**src/hdl/fkw_pkg.sv**
```systemverilog
// Shared types, constants and command/status structures for the walk estimator.
`timescale 1ns / 1ps

package fkw_pkg;

    // Fixed-point layout
    localparam int FRAC_BITS = 28;
    localparam int SUM_WIDTH = 48;
    localparam int MUL_W     = 64;
    localparam int RES_W     = 61;
    localparam int LVL_W     = 62;

    localparam logic [30:0]      WEIGHT_ONE = 31'h4000_0000;
    localparam logic [30:0]      PM_MOD     = 31'h7FFF_FFFF;
    localparam logic [14:0]      PM_MULT    = 15'd16807;
    localparam logic [30:0]      SEED_RESET = 31'd123456789;
    localparam logic [RES_W-1:0] PROD_CAP   = {1'b1, {(RES_W-1){1'b0}}};
    localparam logic [LVL_W-1:0] ONE_Q      = LVL_W'(1) << FRAC_BITS;
    localparam logic [SUM_WIDTH-1:0] SUM_MAX = {SUM_WIDTH{1'b1}};

    // Multiplier operations, each with fixed operands and destination
    typedef enum logic [3:0] {
        MO_XX,
        MO_YY,
        MO_SXA,
        MO_SYB,
        MO_PX,
        MO_PY,
        MO_PXX,
        MO_PYY,
        MO_HV,
        MO_DEC,
        MO_WE
    } mul_op_t;

    typedef enum logic [1:0] {
        MV_ZERO,
        MV_NEG,
        MV_POS
    } move_t;

    typedef enum logic [1:0] {
        PH_START,
        PH_PATH,
        PH_STEP
    } phase_t;

    typedef enum logic [4:0] {
        ST_IDLE,
        ST_MUL_GO,
        ST_MUL_WAIT,
        ST_LVL_START,
        ST_PATH_CHECK,
        ST_PATH_INIT,
        ST_HV_COPY,
        ST_DRAW_X1,
        ST_DRAW_X2,
        ST_DRAW_Y1,
        ST_DRAW_Y2,
        ST_MOVE,
        ST_UPDATE,
        ST_STEP_CHECK,
        ST_PATH_END,
        ST_DIV_W_GO,
        ST_DIV_W_WAIT,
        ST_DIV_S_GO,
        ST_DIV_S_WAIT,
        ST_RES_OUT,
        ST_RES_IN
    } ctrl_state_t;

    typedef struct packed {
        logic [31:0] inv_a_squared;
        logic [31:0] inv_b_squared;
        logic [31:0] step_size_h;
        logic [30:0] walk_increment;
        logic [15:0] path_count;
        logic [31:0] step_limit;
    } cfg_t;

    typedef struct packed {
        logic    load_start;
        logic    path_init;
        logic    mul_start;
        mul_op_t mul_op;
        logic    rng_adv;
        logic    dx_wr;
        logic    dy_wr;
        move_t   mv;
        logic    move;
        logic    hv_copy;
        logic    w_update;
        logic    set_hit;
        logic    path_end;
        logic    div_start;
        logic    div_weight;
        logic    res_wr;
        logic    res_inside;
    } dp_cmd_t;

    typedef struct packed {
        logic mul_done;
        logic div_done;
        logic level_gt_one;
        logic level_ge_one;
        logic draw_low;
        logic steps_at_limit;
        logic paths_done;
        logic count_zero;
    } dp_stat_t;

endpackage

```
**src/hdl/fkw_ctrl.sv**
```systemverilog
// Sequencer for start check, path loop, walk steps and final division.
`timescale 1ns / 1ps

module fkw_ctrl (
    input  logic              aclk,
    input  logic              aresetn,
    input  logic              s_valid,
    output logic              s_ready,
    input  logic              out_free,
    input  fkw_pkg::dp_stat_t st,
    output fkw_pkg::dp_cmd_t  cmd
);
    import fkw_pkg::*;

    ctrl_state_t state_reg, state_next;
    mul_op_t     op_reg, op_next;
    phase_t      ph_reg, ph_next;

    // State registers
    always_ff @(posedge aclk) begin
        if (!aresetn) begin
            state_reg <= ST_IDLE;
            op_reg    <= MO_XX;
            ph_reg    <= PH_START;
        end else begin
            state_reg <= state_next;
            op_reg    <= op_next;
            ph_reg    <= ph_next;
        end
    end

    // Next state and commands
    always_comb begin
        state_next = state_reg;
        op_next    = op_reg;
        ph_next    = ph_reg;
        cmd        = '0;
        cmd.mul_op = op_reg;
        s_ready    = 1'b0;
        unique case (state_reg)
            ST_IDLE: begin
                s_ready = 1'b1;
                if (s_valid) begin
                    cmd.load_start = 1'b1;
                    op_next        = MO_XX;
                    ph_next        = PH_START;
                    state_next     = ST_MUL_GO;
                end
            end
            ST_MUL_GO: begin
                cmd.mul_start = 1'b1;
                state_next    = ST_MUL_WAIT;
            end
            ST_MUL_WAIT: begin
                if (st.mul_done) begin
                    state_next = ST_MUL_GO;
                    unique case (op_reg)
                        MO_XX:  op_next = MO_YY;
                        MO_YY:  op_next = MO_SXA;
                        MO_SXA: op_next = MO_SYB;
                        MO_SYB: state_next = (ph_reg == PH_START) ? ST_LVL_START
                                                                  : ST_STEP_CHECK;
                        MO_PX:  op_next = MO_PY;
                        MO_PY:  op_next = MO_PXX;
                        MO_PXX: op_next = MO_PYY;
                        MO_PYY: op_next = MO_HV;
                        MO_HV: begin
                            if (ph_reg == PH_PATH) begin
                                state_next = ST_HV_COPY;
                            end else begin
                                op_next = MO_DEC;
                            end
                        end
                        MO_DEC: op_next = MO_WE;
                        MO_WE:  state_next = ST_UPDATE;
                        default: state_next = ST_IDLE;
                    endcase
                end
            end
            ST_LVL_START: begin
                state_next = st.level_gt_one ? ST_RES_OUT : ST_PATH_CHECK;
            end
            ST_PATH_CHECK: begin
                if (!st.paths_done) begin
                    state_next = ST_PATH_INIT;
                end else if (st.count_zero) begin
                    state_next = ST_RES_IN;
                end else begin
                    state_next = ST_DIV_W_GO;
                end
            end
            ST_PATH_INIT: begin
                cmd.path_init = 1'b1;
                op_next       = MO_PX;
                ph_next       = PH_PATH;
                state_next    = ST_MUL_GO;
            end
            ST_HV_COPY: begin
                cmd.hv_copy = 1'b1;
                ph_next     = PH_STEP;
                state_next  = ST_DRAW_X1;
            end
            ST_DRAW_X1: begin
                cmd.rng_adv = 1'b1;
                if (st.draw_low) begin
                    state_next = ST_DRAW_X2;
                end else begin
                    cmd.dx_wr  = 1'b1;
                    cmd.mv     = MV_ZERO;
                    state_next = ST_DRAW_Y1;
                end
            end
            ST_DRAW_X2: begin
                cmd.rng_adv = 1'b1;
                cmd.dx_wr   = 1'b1;
                cmd.mv      = st.draw_low ? MV_NEG : MV_POS;
                state_next  = ST_DRAW_Y1;
            end
            ST_DRAW_Y1: begin
                cmd.rng_adv = 1'b1;
                if (st.draw_low) begin
                    state_next = ST_DRAW_Y2;
                end else begin
                    cmd.dy_wr  = 1'b1;
                    cmd.mv     = MV_ZERO;
                    state_next = ST_MOVE;
                end
            end
            ST_DRAW_Y2: begin
                cmd.rng_adv = 1'b1;
                cmd.dy_wr   = 1'b1;
                cmd.mv      = st.draw_low ? MV_NEG : MV_POS;
                state_next  = ST_MOVE;
            end
            ST_MOVE: begin
                cmd.move   = 1'b1;
                op_next    = MO_PX;
                state_next = ST_MUL_GO;
            end
            ST_UPDATE: begin
                cmd.w_update = 1'b1;
                cmd.hv_copy  = 1'b1;
                op_next      = MO_XX;
                state_next   = ST_MUL_GO;
            end
            ST_STEP_CHECK: begin
                if (st.level_ge_one) begin
                    state_next = ST_PATH_END;
                end else if (st.steps_at_limit) begin
                    cmd.set_hit = 1'b1;
                    state_next  = ST_PATH_END;
                end else begin
                    state_next = ST_DRAW_X1;
                end
            end
            ST_PATH_END: begin
                cmd.path_end = 1'b1;
                state_next   = ST_PATH_CHECK;
            end
            ST_DIV_W_GO: begin
                cmd.div_start  = 1'b1;
                cmd.div_weight = 1'b1;
                state_next     = ST_DIV_W_WAIT;
            end
            ST_DIV_W_WAIT: begin
                if (st.div_done) begin
                    state_next = ST_DIV_S_GO;
                end
            end
            ST_DIV_S_GO: begin
                cmd.div_start = 1'b1;
                state_next    = ST_DIV_S_WAIT;
            end
            ST_DIV_S_WAIT: begin
                if (st.div_done) begin
                    state_next = ST_RES_IN;
                end
            end
            ST_RES_OUT: begin
                if (out_free) begin
                    cmd.res_wr = 1'b1;
                    state_next = ST_IDLE;
                end
            end
            ST_RES_IN: begin
                if (out_free) begin
                    cmd.res_wr     = 1'b1;
                    cmd.res_inside = 1'b1;
                    state_next     = ST_IDLE;
                end
            end
            default: state_next = ST_IDLE;
        endcase
    end

`ifndef ASSERT_OFF
    a_mul_latency: assert property (@(posedge aclk) disable iff (!aresetn)
        cmd.mul_start |=> !st.mul_done)
        else $error("multiplier finished in one cycle");

    a_mul_done_waiting: assert property (@(posedge aclk) disable iff (!aresetn)
        st.mul_done |-> (state_reg == ST_MUL_WAIT))
        else $error("product arrived outside the wait state");

    a_div_done_waiting: assert property (@(posedge aclk) disable iff (!aresetn)
        st.div_done |-> (state_reg == ST_DIV_W_WAIT || state_reg == ST_DIV_S_WAIT))
        else $error("quotient arrived outside a wait state");

    a_result_free: assert property (@(posedge aclk) disable iff (!aresetn)
        cmd.res_wr |-> out_free)
        else $error("result written over a pending transaction");
`endif

endmodule

```
**config.mk**
```make
export PLATFORM = sky130hd
export DESIGN_NAME = fkw_ctrl
export DESIGN_NICKNAME = d
export VERILOG_FILES = /design/src/hdl/fkw_pkg.sv /design/src/hdl/fkw_ctrl.sv
export SDC_FILE = /design/constraint.sdc
export NUM_CORES = 1
export LEC_CHECK = 0
export ABC_CLOCK_PERIOD_IN_PS = 4400
export BUFFER_PORTS_ARGS = -buffer_cell sky130_fd_sc_hd__buf_2
export CAP_MARGIN = 20
export CORE_UTILIZATION = 25
export CTS_BUF_LIST = sky130_fd_sc_hd__clkbuf_16
export CTS_CLUSTER_SIZE = 8
export DETAILED_ROUTE_END_ITERATION = 8
export SLEW_MARGIN = 10
export SYNTH_ARGS = -nofsm -noshare
export SYNTH_HDL_FRONTEND = slang
export SYNTH_SLANG_ARGS = --single-unit
export TNS_END_PERCENT = 20
```
**constraint.sdc**
```tcl
create_clock -name aclk -period 4.4 [get_ports aclk]
set_input_delay 0.66 -clock aclk [delete_from_list [all_inputs] [get_ports aclk]]
set_output_delay 0.66 -clock aclk [all_outputs]
set_load 0.005 [all_outputs]
```
# After elaboration in Yosys (flattened, before gate mapping)
# Cells that the tools add are included.
# op_classes
addsub,0
n_mul,0
n_div,0
order_cmp,0
eq_ne,38
shift,0
muxes,48
n_bitwise,0
n_reduce_logical,16
# ops
cell,n
5-bit one-hot mux with 18 select lines,1
5-bit 2-to-1 mux,9
"5-bit by 4-bit equality test with 1-bit output, second input constant",8
4-bit one-hot mux with 9 select lines,1
4-bit one-hot mux with 4 select lines,2
"5-bit equality test, second input constant",5
"5-bit by 3-bit equality test with 1-bit output, second input constant",4
1-bit 2-to-1 mux,20
4-bit 2-to-1 mux,5
"4-bit by 3-bit equality test with 1-bit output, second input constant",4
"4-bit equality test, second input constant",3
"5-bit by 2-bit equality test with 1-bit output, second input constant",2
"10-bit by 2-bit != test with 1-bit output, second input constant",1
5-bit AND reduction,2
2-bit OR reduction,5
"4-bit by 2-bit equality test with 1-bit output, second input constant",2
"2-bit != test, second input constant",4
8-bit OR reduction,1
2-bit 2-to-1 mux,3
3-bit 2-to-1 mux,2
1-bit one-hot mux with 2 select lines,3
2-bit one-hot mux with 3 select lines,1
"5-bit by 1-bit equality test with 1-bit output, second input constant",1
5-bit logical NOT,1
other kinds (12),12
# totals
register_bits,11
latch_bits,0
mem_bits_rw,0
rom_bits,0
out_inout_bits,22
word_cells,105
n_memories,0

# Logic depth before layout (Yosys ltp)
# logic_depth
depth_word,5
depth_mapped,7
ltp_nobuf,5

# Worst setup path after synthesis
# No wires, ideal clock.
# synth_path
path_type,register -> output
from,reg state_reg[0]
to,out cmd[18] (netlist name)
arrival_time_ns,1.256
path_slack_ns,2.484
path_stages_with_launch,6
path_buffers,3
cell_sequence,dfxtp_1 > buf_2 > buf_2 > clkbuf_1 > nand2b_1 > nor4_1
# synth_rtl
element,line_no,text
start: declaration,fkw_ctrl.sv:15,"ctrl_state_t state_reg, state_next;"
start signal: assignment,fkw_ctrl.sv:26,state_reg <= state_next;
end: declaration,fkw_ctrl.sv:11,output fkw_pkg::dp_cmd_t cmd

==> metrics.md <==
| Metric | Value |
|---|---|
| Worst reg2reg endpoint | `state_reg[2]` |
| Critical R2R Launch | `state_reg[0]` |
| Syn_area_per_cell | `7.02 um^2` |
| Ant diodes | `0` |
| Crit. End Element | `primary output` |
| Final period util | `62.0%` |
| Combinational Power Share | `42.4%` |
| Clock Tree Buf Depth | `2` |
| CTS Root Cell | `clkbuf_16` |
| Reg power frac | `30.5%` |
| Fin. Hold Viols | `0` |
| First-pass GRT wire length | `5870 um` |
| Switch share | `42.4%` |
| Internal power | `0.000354 W` |
| HP Class | `flop to flop` |
| Clock power frac | `27.1%` |
| Clock latency on the worst-skew pair | `0.24 ns` |
| CTS H-Tree Depth | `1` |
| Total negative setup slack | `0 ns` |
| Die area | `5750 um^2` |
| Post-CTS Repair Setup Buffers | `0` |
| Share of cells above drive strength 1 | `20.8%` |
| Setup crit start kind | `flop` |
| Switching power | `0.000260 W` |
| Worst vdd ir | `0.000166 V` |
| RePlAce Congestion | `0.844` |
| DRT Pass-1 Iters | `4` |
| Initial antenna violation count | `0` |
| Reg2Reg Setup Slack | `2.16 ns` |
| Crit path max fanout | `28` |
| Fill cells | `558` |
| IO buf count | `33` |
| Worst slew margin | `38.4%` |
| #FFs+latches synth | `11` |
| Synth unique cells | `55` |
| Syn Nets | `206` |
| Routed vias | `1496` |
| Min-Delay Startpoint | `op_reg[0]` |
| Syn Inst Count | `194` |
| Hold endpoint | `op_reg[0]` |
| WL final | `3790 um` |
| CP Class | `flop to primary output` |
| Antenna Violating Nets Remaining | `0` |
| Vias in the first global route | `1262` |
| Clock Skew | `0.00502 ns` |
| CTS buffer count | `3` |
| Die span in x | `75.8 um` |
| Mapped Area | `1360 um^2` |
| I/O Pins | `34` |
| EDFF count, synth | `0` |
| Outcome | `finished clean` |
| Period minus WS final | `2.73 ns` |
| PwrDens | `388 nW/um^2` |
| Synth warnings | `0` |
| Hold buffers post-CTS | `0` |
| Fmax achieved | `367 MHz` |
| Worst Tran Pin Value | `0.923 ns` |
| DRC viols | `0` |
| Via-to-Cell Ratio | `5.30` |
| Max-cap violations | `0` |
| Row cnt | `26` |
| Hold_ws | `0.631 ns` |
| Detailed placement HPWL | `2740 um` |
| FFs w/ async S/R, synth | `0%` |
| Primary FF master, synth | `dfxtp_1` |
| GRT Residual Overflow | `0` |
| Final setup vio count | `0` |
| RSZ-0062 raised after global routing | `no` |
| CTS tree | `done` |
| Cells on worst reg2reg path | `5` |
| Clk sink count | `11` |
| Die height | `75.8 um` |
| DRT iter0 DRCs | `113` |
| Register area share after synthesis | `16.2%` |
| CP arrival | `2.07 ns` |
| Final #Nets | `225` |
| Largest net degree at the start of global routing | `31` |
| Post-CTS resize count | `0` |
| All-Layer GR Usage | `13.5%` |
| CTS clk-pin slew, worst paths | `0.05 ns` |
| Slew Limit Fails | `0` |
| Required @ worst endpoint | `3.74 ns` |
| Starting Density | `26.3%` |
| Core ar. | `5170 um^2` |
| Lkg Pwr | `0.650 nW` |
| Max reg flops | `5` |
| Routed WL per cell | `13.4 um` |
| Hold path depth | `2` |
| Area grow syn2layout | `16.2%` |
## routing by layer
layer,vias up,global-route usage [%],share of wire (%)
met3,8,2.78,4.7
li1,750,-,-
met5,-,0,0
met1,699,18.8,48
met4,0,5.14,1.8
met2,39,20.5,46
## layout by cell type, fill, tap and decap left out, types with 2 or more instances in the layout
cell,count
a21oi_1,8
or3_1,2
and3_1,4
a22o_1,4
nand2b_1,8
a21o_1,2
nor3b_1,3
buf_2,33
and2_1,2
a31oi_1,3
nor3_1,4
o21bai_1,2
mux2i_1,6
nor2b_1,6
or3b_1,3
nand3b_1,2
nand4_1,2
nand3_1,10
nand2_1,23
a211oi_1,2
a32o_1,2
nand4bb_1,2
nor4_1,4
inv_1,7
o21a_1,4
o32ai_1,2
nor2_1,15
o21ai_0,6
and3b_1,2
o31ai_1,3
o21ai_1,3
dfxtp_1,11
clkbuf_16,3
## cell families (layout without fill, tap and decap cells)
| family | count (synthesis) | count (layout) | synth area share [%] |
|---|---|---|---|
| compound gates | 50 | 50 | 26.4 |
| buf+inv | 25 | 43 | 9.82 |
| flops | 11 | 11 | 16.2 |
| mux | 6 | 6 | 4.41 |
| simple gates | 102 | 102 | 43.2 |
## worst max-delay path by stage
stage                            start  cells past startpoint  slack (ns)      end
after floorplan           state_reg[0]                      5        2.48  cmd[18]
after global placement    state_reg[2]                      5        2.02  cmd[12]
after detailed placement  state_reg[2]                      5        1.96  cmd[12]
after CTS                 state_reg[2]                      5        1.71  cmd[12]
after global routing      state_reg[2]                      5        1.50  cmd[12]
final                     state_reg[2]                      5        1.67  cmd[12]
## power groups by stage
stage / Sequential [W] / Clock, W / Combinational [W]
finish: 0.000187 / 0.000166 / 0.000260
global route: 0.000196 / 0.000177 / 0.000290
CTS: 0.000185 / 0.000168 / 0.000260
detailed placement: 0.000187 / 0 / 0.000258
global placement: 0.000186 / 0 / 0.000260
floorplan: 0.000120 / 0 / 0.000266
## cell usage after synthesis (all sizes together), types with 2 or more instances
| master | count | area, um^2 |
|---|---|---|
| a22o | 4 | 35.0 |
| nand3b | 2 | 15.0 |
| a21o | 2 | 15.0 |
| o21ai | 9 | 45.0 |
| inv | 6 | 22.5 |
| nor2b | 6 | 37.5 |
| or3 | 2 | 12.5 |
| clkbuf | 5 | 18.8 |
| buf | 14 | 92.6 |
| and3b | 2 | 17.5 |
| and2 | 3 | 21.3 |
| o31ai | 3 | 22.5 |
| dfxtp | 11 | 220 |
| a21oi | 8 | 40.0 |
| and3 | 4 | 25.0 |
| nor4 | 4 | 25.0 |
| a32o | 2 | 20.0 |
| o21bai | 2 | 15.0 |
| nand3 | 10 | 50.1 |
| o32ai | 2 | 17.5 |
| nor3b | 3 | 22.5 |
| nand4bb | 2 | 22.5 |
| a211oi | 3 | 27.5 |
| nand2 | 24 | 97.6 |
| nand2b | 8 | 50.1 |
| nor2 | 16 | 62.6 |
| nor3 | 5 | 30.0 |
| or3b | 3 | 26.3 |
| mux2i | 6 | 60.1 |
| a31oi | 3 | 18.8 |
| o21a | 4 | 30.0 |
| nand4 | 3 | 25.0 |
## critical path, cell delays in order, from the launching register on
cell     delay, ns
dfxtp_1       0.87
nor2b_1       0.38
and3b_1       0.23
nand2_1       0.06
a21oi_1       0.15
buf_2         0.14
## area by class of cell
cell class / instances / area [um^2] / area share [%]
Multi-Input combinational cell: 158 / 1010 / 63.7
Clock buffer: 3 / 75.1 / 4.74
Inverter: 6 / 22.5 / 1.42
Timing Repair Buffer: 33 / 165 / 10.4
Sequential cell: 11 / 220 / 13.9
Clock inverter: 1 / 3.75 / 0.237
Tap cell: 70 / 87.6 / 5.53
## per-stage QoR
step / worst slack (ns) / instances / utilization, % / power (W) / instance area (um^2)
after detailed placement: 1.96 / 278 / 29.1 / 0.000445 / 1500
after CTS: 1.71 / 282 / 30.6 / 0.000614 / 1580
after floorplan: 2.48 / 194 / - / 0.000386 / 1360
after global placement: 2.02 / 278 / 29.1 / 0.000447 / 1500
final: 1.67 / 282 / 30.6 / 0.000614 / 1580
after global routing: 1.50 / 282 / 30.6 / 0.000662 / 1580
Power figures use the tool's default switching activity.
